$ cat src/rtl/core/sms_pkg.sv
package sms_pkg;

    // Field widths
    localparam int DATA_W = 31;
    localparam int MOD_W  = 30;

    // Default stack depth
    localparam int MAX_LEN_DEF = 1024;

    // Modulus and its double, at value width
    localparam logic [DATA_W-1:0] MODULUS    = 31'd1000000007;
    localparam logic [DATA_W-1:0] MODULUS_X2 = 31'd2000000014;

    // Reciprocal for the reduction: floor(2^(RECIP_SHIFT+MOD_W) / MODULUS)
    localparam int RECIP_SHIFT = 29;
    localparam logic [63:0] RECIP_WIDE =
        (64'd1 << (RECIP_SHIFT + MOD_W)) / 64'(MODULUS);
    localparam logic [MOD_W-1:0] RECIP = RECIP_WIDE[MOD_W-1:0];

    typedef struct packed {
        logic [DATA_W-1:0] value;
        logic              last;
    } item_t;

    typedef struct packed {
        logic [MOD_W-1:0] total;
        logic             overflow;
    } result_t;

    typedef enum logic [3:0] {
        ST_IDLE,
        ST_CMP,
        ST_MUL,
        ST_QEST,
        ST_QMUL,
        ST_RSUB,
        ST_FIX,
        ST_PUSH,
        ST_ADD,
        ST_EMIT
    } state_t;

    typedef enum logic [3:0] {
        OP_NONE,
        OP_LOAD,
        OP_OVF,
        OP_POP,
        OP_MUL,
        OP_QEST,
        OP_QMUL,
        OP_RSUB,
        OP_FIX,
        OP_PUSH,
        OP_ADD,
        OP_EMIT
    } op_t;

    typedef struct packed {
        logic len_full;
        logic top_zero;
        logic top_one;
        logic ge;
        logic last;
        logic out_busy;
    } status_t;

endpackage

$ cat src/rtl/core/sms_ctrl.sv
module sms_ctrl (
    input  logic             clk,
    input  logic             rst_n,
    input  logic             item_valid,
    input  logic             item_last,
    input  sms_pkg::status_t status,
    output sms_pkg::op_t     op,
    output logic             item_stall
);

    sms_pkg::state_t state_reg;
    sms_pkg::state_t state_next;

    // Hold state
    always_ff @(posedge clk or negedge rst_n)
    begin
        if (!rst_n)
        begin
            state_reg <= sms_pkg::ST_IDLE;
        end
        else
        begin
            state_reg <= state_next;
        end
    end

    // Next state
    always_comb
    begin
        state_next = state_reg;
        case (state_reg)
            sms_pkg::ST_IDLE:
            begin
                if (item_valid)
                begin
                    if (status.len_full)
                    begin
                        state_next = item_last ? sms_pkg::ST_EMIT : sms_pkg::ST_IDLE;
                    end
                    else
                    begin
                        state_next = status.top_zero ? sms_pkg::ST_MUL : sms_pkg::ST_CMP;
                    end
                end
            end
            sms_pkg::ST_CMP:
            begin
                if (!status.ge || status.top_one)
                begin
                    state_next = sms_pkg::ST_MUL;
                end
            end
            sms_pkg::ST_MUL:  state_next = sms_pkg::ST_QEST;
            sms_pkg::ST_QEST: state_next = sms_pkg::ST_QMUL;
            sms_pkg::ST_QMUL: state_next = sms_pkg::ST_RSUB;
            sms_pkg::ST_RSUB: state_next = sms_pkg::ST_FIX;
            sms_pkg::ST_FIX:  state_next = sms_pkg::ST_PUSH;
            sms_pkg::ST_PUSH: state_next = sms_pkg::ST_ADD;
            sms_pkg::ST_ADD:
            begin
                state_next = status.last ? sms_pkg::ST_EMIT : sms_pkg::ST_IDLE;
            end
            sms_pkg::ST_EMIT:
            begin
                if (!status.out_busy)
                begin
                    state_next = sms_pkg::ST_IDLE;
                end
            end
            default: state_next = sms_pkg::ST_IDLE;
        endcase
    end

    // Commands to the datapath
    always_comb
    begin
        op         = sms_pkg::OP_NONE;
        item_stall = 1'b1;
        case (state_reg)
            sms_pkg::ST_IDLE:
            begin
                item_stall = 1'b0;
                if (item_valid)
                begin
                    op = status.len_full ? sms_pkg::OP_OVF : sms_pkg::OP_LOAD;
                end
            end
            sms_pkg::ST_CMP:
            begin
                if (status.ge)
                begin
                    op = sms_pkg::OP_POP;
                end
            end
            sms_pkg::ST_MUL:  op = sms_pkg::OP_MUL;
            sms_pkg::ST_QEST: op = sms_pkg::OP_QEST;
            sms_pkg::ST_QMUL: op = sms_pkg::OP_QMUL;
            sms_pkg::ST_RSUB: op = sms_pkg::OP_RSUB;
            sms_pkg::ST_FIX:  op = sms_pkg::OP_FIX;
            sms_pkg::ST_PUSH: op = sms_pkg::OP_PUSH;
            sms_pkg::ST_ADD:  op = sms_pkg::OP_ADD;
            sms_pkg::ST_EMIT:
            begin
                if (!status.out_busy)
                begin
                    op = sms_pkg::OP_EMIT;
                end
            end
            default: op = sms_pkg::OP_NONE;
        endcase
    end

endmodule

$ cat config.mk
export PLATFORM = sky130hd
export DESIGN_NAME = sms_ctrl
export DESIGN_NICKNAME = d
export VERILOG_FILES = /design/src/rtl/core/sms_pkg.sv /design/src/rtl/core/sms_ctrl.sv
export SDC_FILE = /design/constraint.sdc
export NUM_CORES = 1
export LEC_CHECK = 0
export ABC_AREA = 1
export BUFFER_PORTS_ARGS = -buffer_cell sky130_fd_sc_hd__clkbuf_2
export CAP_MARGIN = 20
export CORE_AREA = 4 4 41 43
export DETAILED_ROUTE_END_ITERATION = 12
export DIE_AREA = 0 0 45 47
export MAX_ROUTING_LAYER = met4
export PLACE_DENSITY = 0.59
export SYNTH_ARGS = -nofsm -noshare
export SYNTH_HDL_FRONTEND = slang
export SYNTH_SLANG_ARGS = --single-unit
$ cat constraint.sdc
create_clock -name clk -period 2.1 [get_ports clk]
set_clock_uncertainty 0.05 [all_clocks]
set_input_delay 0.105 -clock clk [delete_from_list [all_inputs] [get_ports clk]]
set_output_delay 0.105 -clock clk [all_outputs]
set_load 0.03 [all_outputs]
* After elaboration in Yosys (flattened, before gate mapping)
Index checks and enable logic that the tools add are counted.
Storage, ports and cells: output and inout port bits 5, register bits after elaboration 4, logic and storage cells 31, bits of input ports 10
Cells by class: muxes and demuxes 14, equality and inequality tests 12, reduce and logical (&&, ||, !) cells 4
Operator list (number):
- $pmux 4 s10 | 2
- $mux 4 | 7
- $eq 4x3->1 const B | 4
- $eq 4x2->1 const B | 2
- $eq 4x4->1 const B | 2
- $mux 2 | 4
- $ne 2x2->1 const B | 3
- $eq 4x1->1 const B | 1
- $logic_not 4->1 | 1
- $reduce_and 3->1 | 1
- $logic_not 1->1 | 1
- $logic_or 1x1->1 | 1
- $mux 1 | 1

* Longest topological paths before layout
Gate-level depths: netlist of the first run.
depth in word-level cells 4, mapped depth 8, mapped depth without buffers 8

* Worst setup path before layout of the first run
Ideal clock, no wire load.
path type reg-to-output, start point reg state_reg[2], end point out op[0], stages on the path, launching flop included 6, slack 0.831 ns, data required time 1.945 ns, buffers on the path 0, arrival 1.114 ns, cell sequence dfrtp_1 inv_2 nand2_2 nor2_4 nand3_1 nand4_1
On the way: longest elaborated chain between the ends 2, elaborated cells between the ends (all ways) 11, those cells by class eq/ne (9); mux (1); reduce/logical (1)
Ends and longest elaborated chain:
- from (decl) | RTL line sms_ctrl.sv:11 | sms_pkg::state_t state_reg;
- from (signal assigned) | RTL line sms_ctrl.sv:19 | state_reg <= sms_pkg::ST_IDLE;
- from (signal assigned) | RTL line sms_ctrl.sv:23 | state_reg <= state_next;
- $eq 4x4->1 (tied with other cells) | RTL line sms_ctrl.sv:79 | case (state_reg)
- $pmux 4 s10 (*) | RTL line sms_ctrl.sv:79
- to (decl) | RTL line sms_ctrl.sv:7 | output sms_pkg::op_t op,
Mark *: on every way between the ends. The rest lies on a longest branch, timed or not.

* Final worst setup path of the first run
start point reg state_reg[2], end point out op[3]
The elaborated chain is that of the path after synthesis.

==> out/results.ini, run 1 <==
[clock_tree]
cts_tree = built
clock-root-buffer = clkbuf_4
clk_latency_ns = 0.24
cts.sinks = 4
htree_num_levels = 1
post_cts_buffers = 0
ctsLongestPathBuffers = 2
cts-resized-gates = 0
cts_inserted_buffers = 3
cts_hold_buf = 1
clkTransAtPathRegs_ns = 0.04

[worst_setup_path]
worst_ep_required_time_ns = 1.95
path_max_fanout = 6
worstSetupStartpoint = state_reg[2]$_DFFE_PN0P_
crit_chain = nor2_4, nand2_1, nor2_1, a21oi_1, nand3_1, clkbuf_2
r2r_setup_slack_ns = 0.89
critical-path-top-delay-family = simple AND/OR/NAND/NOR gates
cpPeakStageDelay_ns = 0.46
critPathSlowestCell = dfrtp_1
reg2regPathDepth = 5
timing.rr.start = state_reg[2]$_DFFE_PN0P_
crit_path_start_kind = flop
crit_type = reg -> out
crit_arrival_ns = 1.45
end_kind = primary output
path_buf_inv = 1
r2r_end = state_reg[1]$_DFFE_PN0P_

[finish]
area_growth_pct = 28.3
fin_nets = 102
diodes = 0
utilization_pct = 42.3
drive_gt1_share_pct = 32.2
largest_register_ffs = 4

[detailed_routing]
firstDrtPassIters = 4
drt-initial-drc-count = 6
antenna_left = 0
finalWirelength_um = 945
vias = 482
vias_per_cell = 4.59
wl_per_cell_um = 9.00
drc = 0

[die]
rows = 13
core_area_um2 = 1300
die_x_um = 45
io_pins = 15
die_h_um = 47
dieArea_um2 = 2120
start_util_pct = 33.0

[sta]
period_needed_ns = 1.61
fmax_mhz = 621
final-hold-violation-count = 0
finalMaxSlewViolations = 0
final.setup.tns_ns = 0
post-route-period-util_pct = 76.7
timing.slew.headroom_pct = 82.3
worst_pin_slew_ns = 0.266
finalSetupViolations = 0
rsz0062_at_grt = no

[global_routing]
grt_use_total_pct = 10.6
grt_start_max_net_pins = 8
first_global_vias = 419
grt_pass1_wl_mm = 1.53
grt_antenna_before_repair = 0
overflow = 0

[synthesis]
ys_seq_area_share_pct = 23.3
yosys.area.top_type = dfrtp_1
syn-cell-area_um2 = 429
ys_ff_latch = 4
synth-edff-count = 0
synth_cells = 72
async_reset_ff_share_pct = 100
synth_nets = 82
ys_warn_count = 0
syn_area_per_cell_um2 = 5.96
synth_common_cells = 21 x nand2_1, 11 x inv_1, 11 x nand3_1
synth_flop_cell = dfrtp_1
synthDominantCellAreaShare_pct = 23.3
synthTopCellsByArea = dfrtp_1 23%, nand2_1 18%, nand3_1 13%, inv_1 9.6%, nor2_2 5.8%
ys_types = 16
yosysMostFrequentCell = nand2_1

[flow_run]
max_cap_violations = 0

[worst_hold_path]
min_to = state_reg[3]$_DFFE_PN0P_
holdPathStages = 3
worstHoldStart = status[0]
hold_class = in -> reg

[pwr]
p_int_mw = 0.393
ir_drop_mv = 0.659
p_seq_share_pct = 18.5
power_density_nw_per_um2 = 1700
clock_power_share_pct = 10.5
switching_share_pct = 58.0
leakagePower_nw = 0.319
p_sw_mw = 0.544
comb_power_share_pct = 71.0

[place]
gp_congestion = 0.786
io_buffer_count = 14
dp_hpwl_um = 817

[run_status]
status = finished clean

-- layer usage --
metal	global-route usage (%)	share of wire, %
met5	-	0
met4	8.77	3.2
met3	1.15	5.1
met2	17.5	50
met1	11.2	42
-- logic make-up (layout without fill, tap and decap cells) --
logic type	Yosys count	in the layout	share of synthesized area [%]
simple gates	49	49	58.0
buf+inv	14	32	12.2
compound gates	5	5	6.41
flops	4	4	23.3
-- final cells by class --
type / count / area [µm²]
well taps: 15 / 18.8
multi-input cells: 54 / 277
inverters: 14 / 52.6
clock buffers: 3 / 22.5
fillers: 150 / 751
flip-flops and latches: 4 / 100
repair buffers: 15 / 80.1
-- per-stage QoR --
step | setup slack (ns) | hold WS [ns] | power [mW] | cells | cell area, µm²
2_1_floorplan | 0.831 | -0.241 | 0.688 | 72 | 429
3_3_place_gp | 0.741 | -0.135 | 0.853 | 101 | 518
3_5_place_dp | 0.748 | -0.138 | 0.846 | 101 | 518
4_1_cts | 0.487 | 0.0909 | 0.952 | 105 | 551
5_1_grt | 0.358 | 0.106 | 1.03 | 105 | 551
6_report | 0.490 | 0.0913 | 0.937 | 105 | 551
-- placed cells by master (no fill, tap or decap) --
cell type,Yosys,routed
and2_1,1,1
inv_1,11,11
nand4_1,2,2
nor2_2,4,4
inv_2,3,3
o21ai_0,2,2
nand2_1,21,21
nand3b_1,1,1
dfrtp_1,4,4
a21oi_1,2,2
clkbuf_2,0,14
nand2_2,1,1
o21a_1,1,1
nand3_2,2,2
nand3_1,11,11
nor2_4,2,2
clkbuf_4,0,3
nor2_1,4,4
dlygate4sd3_1,0,1
-- power by group through the flow --
stage / registers [mW] / clock network, mW / logic [mW]
3_3_place_gp: 0.174 / 0 / 0.678
6_report: 0.173 / 0.0984 / 0.665
3_5_place_dp: 0.173 / 0 / 0.673
2_1_floorplan: 0.165 / 0 / 0.523
5_1_grt: 0.180 / 0.105 / 0.745
4_1_cts: 0.172 / 0.104 / 0.677
-- worst register-to-register path, delay by kind of cell, from the launching register on --
kind | cells | cell delay, ns
simple gates | 5 | 0.57
flops | 1 | 0.46
-- worst max-delay path by stage --
stage,endpoint,cells after the start
detailed placement,op[0],6
global placement,op[3],6
CTS,op[0],6
finish,op[3],6
floorplan,op[0],5
global route,op[0],6
Power figures use the tool's default switching activity.
==> run 2, diff against run 1 <==
--- a/config.mk
+++ b/config.mk
@@ -12,7 +12,7 @@
 export DETAILED_ROUTE_END_ITERATION = 12
 export DIE_AREA = 0 0 45 47
 export MAX_ROUTING_LAYER = met4
-export PLACE_DENSITY = 0.59
+export PLACE_DENSITY = 0.61
 export SYNTH_ARGS = -nofsm -noshare
 export SYNTH_HDL_FRONTEND = slang
 export SYNTH_SLANG_ARGS = --single-unit
==> constraint.sdc (replaced) <==
create_clock -name clk -period 1.4 [get_ports clk]
set_clock_uncertainty 0.05 [all_clocks]
set_input_delay 0.07 -clock clk [delete_from_list [all_inputs] [get_ports clk]]
set_output_delay 0.07 -clock clk [all_outputs]
set_load 0.03 [all_outputs]
==> run 2 against run 1 <==
  * The flow now finishes with violations (setup timing)
  * Utilization is 11 points higher
  * Cell count is 8.6% higher
  * Die area stayed put
  * Highest routed layer is now met3
  * Flip-flop and latch count stayed put
  * Cell area is 25% higher
  * Critical path depth stayed put
==> out/results.ini, run 2 (same netlist as run 1, synthesis figures left out) <==
[worst_setup_path]
worst_ep_required_time_ns = 1.28  ; -0.67 ns
crit_arrival_ns = 1.41  ; -0.04 ns
reg2regPathDepth = 9  ; +4
path_max_fanout = 7  ; +1
timing.rr.start = state_reg[2]$_DFFE_PN0P_
crit_path_start_kind = flop
crit_type = reg -> out
end_kind = primary output
worstSetupStartpoint = state_reg[3]$_DFFE_PN0P_

[die]
core_area_um2 = 1300  ; unchanged
start_util_pct = 33.0  ; unchanged
dieArea_um2 = 2120  ; unchanged
die_h_um = 47  ; unchanged
die_x_um = 45  ; unchanged
io_pins = 15  ; unchanged
rows = 13  ; unchanged

[run_status]
status = finished, violations left
violations = setup timing

[pwr]
p_sw_mw = 0.984  ; +81%
clock_power_share_pct = 7.2  ; -3.3 points
p_int_mw = 0.933  ; +140%
switching_share_pct = 51.3  ; -6.7 points
power_density_nw_per_um2 = 2790  ; +64%
comb_power_share_pct = 77.9  ; +6.9 points
p_seq_share_pct = 14.9  ; -3.6 points
p_total_mw = 1.92  ; +100%
ir_drop_mv = 1.36  ; +110%
leakagePower_nw = 0.376  ; +18%

[finish]
final_cell_mix = 20 x nand2_1, 11 x nand3_1, 9 x inv_1, 9 x clkbuf_2, 8 x buf_4
fin_nets = 111  ; +8.8%
final_common_cell = nand2_1
area_growth_pct = 60.3
utilization_pct = 52.9  ; +11 points
drive_gt1_share_pct = 47.5  ; +15 points
diodes = 0  ; unchanged
largest_register_ffs = 4  ; unchanged

[flow_run]
max_cap_violations = 0  ; unchanged

[detailed_routing]
wl_met2_um = 721  ; +53%
vias = 523  ; +8.5%
finalWirelength_mm = 1.33  ; +40%
firstDrtPassIters = 4  ; unchanged
drc = 0  ; unchanged
wl_met1_um = 551  ; +40%
top_layer_used = met3
antenna_left = 0  ; unchanged
drt-initial-drc-count = 9  ; +3
wl_met3_um = 52  ; +8.3%
vias_per_cell = 4.59  ; about the same
wl_per_cell_um = 11.6  ; +29%

[sta]
post-route-period-util_pct = 109
rsz0062_at_grt = yes
final.setup.tns_ns = -0.343  ; -0.343 ns
final-hold-violation-count = 0  ; unchanged
worst_pin_slew_ns = 0.193  ; -0.0730 ns
finalSetupViolations = 4  ; +4
finalMaxSlewViolations = 0  ; unchanged
period_needed_ns = 1.53
worst_slack_ns = -0.130  ; -0.620 ns
fmax_mhz = 654
timing.slew.headroom_pct = 87.2  ; +4.9 points

[clock_tree]
cts_inserted_buffers = 3  ; unchanged
cts_tree = built
clock-root-buffer = clkbuf_4
clk_latency_ns = 0.23  ; about the same
clkTransAtPathRegs_ns = 0.03  ; about the same
ctsLongestPathBuffers = 2  ; unchanged
cts.sinks = 4  ; unchanged
htree_num_levels = 1  ; unchanged

[global_routing]
first_global_vias = 516  ; +23%
overflow = 0  ; unchanged
grt_antenna_before_repair = 0  ; unchanged
grt_start_max_net_pins = 8  ; unchanged
grt_use_total_pct = 14.0  ; +3.4 points
grt_pass1_wl_mm = 2.04  ; +33%

[place]
io_buffer_count = 14  ; unchanged
gp_congestion = 0.785  ; -0.20%
dp_hpwl_um = 815  ; -0.22%
pre_cts_ws_ns = 0.0781  ; -0.670 ns

[worst_hold_path]
holdPathStages = 3  ; unchanged
hold_class = in -> reg
worstHoldStart = status[0]

run 2: changes by cell type in the layout (fill, tap and decap cells not counted), moves of 2 or more:
cell | before | now
dfrtp_1 | 4 | 1
nor2_4 | 2 | 4
buf_4 | 0 | 8
dfrtp_2 | 0 | 3
nor2_1 | 4 | 2
clkbuf_2 | 14 | 9
clkbuf_8 | 0 | 3
inv_1 | 11 | 9
run 2: layout make-up:
class | count | area (µm²)
sequential | 4 | 104
fill | 148 | 613
tap | 15 | 18.8
multi-input combinational | 54 | 298
clock buffer | 3 | 22.5
inverter | 14 | 55.1
timing repair buffer | 24 | 190
run 2: final timing paths:
| kind | to | slack (ns) |
|---|---|---|
| max reg2reg | state_reg[0]$_DFFE_PN0P_ | 0.07 |
| min in group asynchronous | state_reg[0]$_DFFE_PN0P_ | 0.12 |
| min | state_reg[3]$_DFFE_PN0P_ | 0.08 |
| max in group asynchronous | state_reg[3]$_DFFE_PN0P_ | 1.04 |
| max | op[1] | -0.13 |
| min reg2reg | state_reg[3]$_DFFE_PN0P_ | 0.61 |
run 2: stage by stage:
stage	cells	instance area (µm²)	hold slack, ns
2_1_floorplan	72	429	-0.276
3_3_place_gp	101	518	-0.172
3_5_place_dp	101	518	-0.173
4_1_cts	111	653	0.0828
5_1_grt	114	688	0.102
6_report	114	688	0.0838
run 2: layer usage:
metal	GRT usage (%)	up-vias
met2	26.6	12
met4	5.26	0
met5	-	-
met1	14.3	229
li1	-	282
met3	2.30	0
run 2: power groups by stage:
stage                     Clock [mW]  Sequential [mW]  Combinational (mW)
after floorplan                    0            0.248               0.784
after global placement             0            0.259                1.01
after detailed placement           0            0.261                1.01
after CTS                      0.147            0.266                1.35
after global routing           0.156            0.290                1.61
final                          0.138            0.285                1.49
run 2: repair_timing:
item	in CTS	in global routing
setup buffers	6	4
gates resized for setup	18	6
pin swaps	1	1
endpoints found under the setup margin	5	7
hold buffers	1	0
endpoints found under the hold margin	4	0
run 2: critical path, cell delays in order, from the launching register on:
cell	delay [ns]
dfrtp_2	0.44
inv_4	0.11
nor2_4	0.05
buf_4	0.14
a21oi_2	0.14
nand3_1	0.11
clkbuf_8	0.18
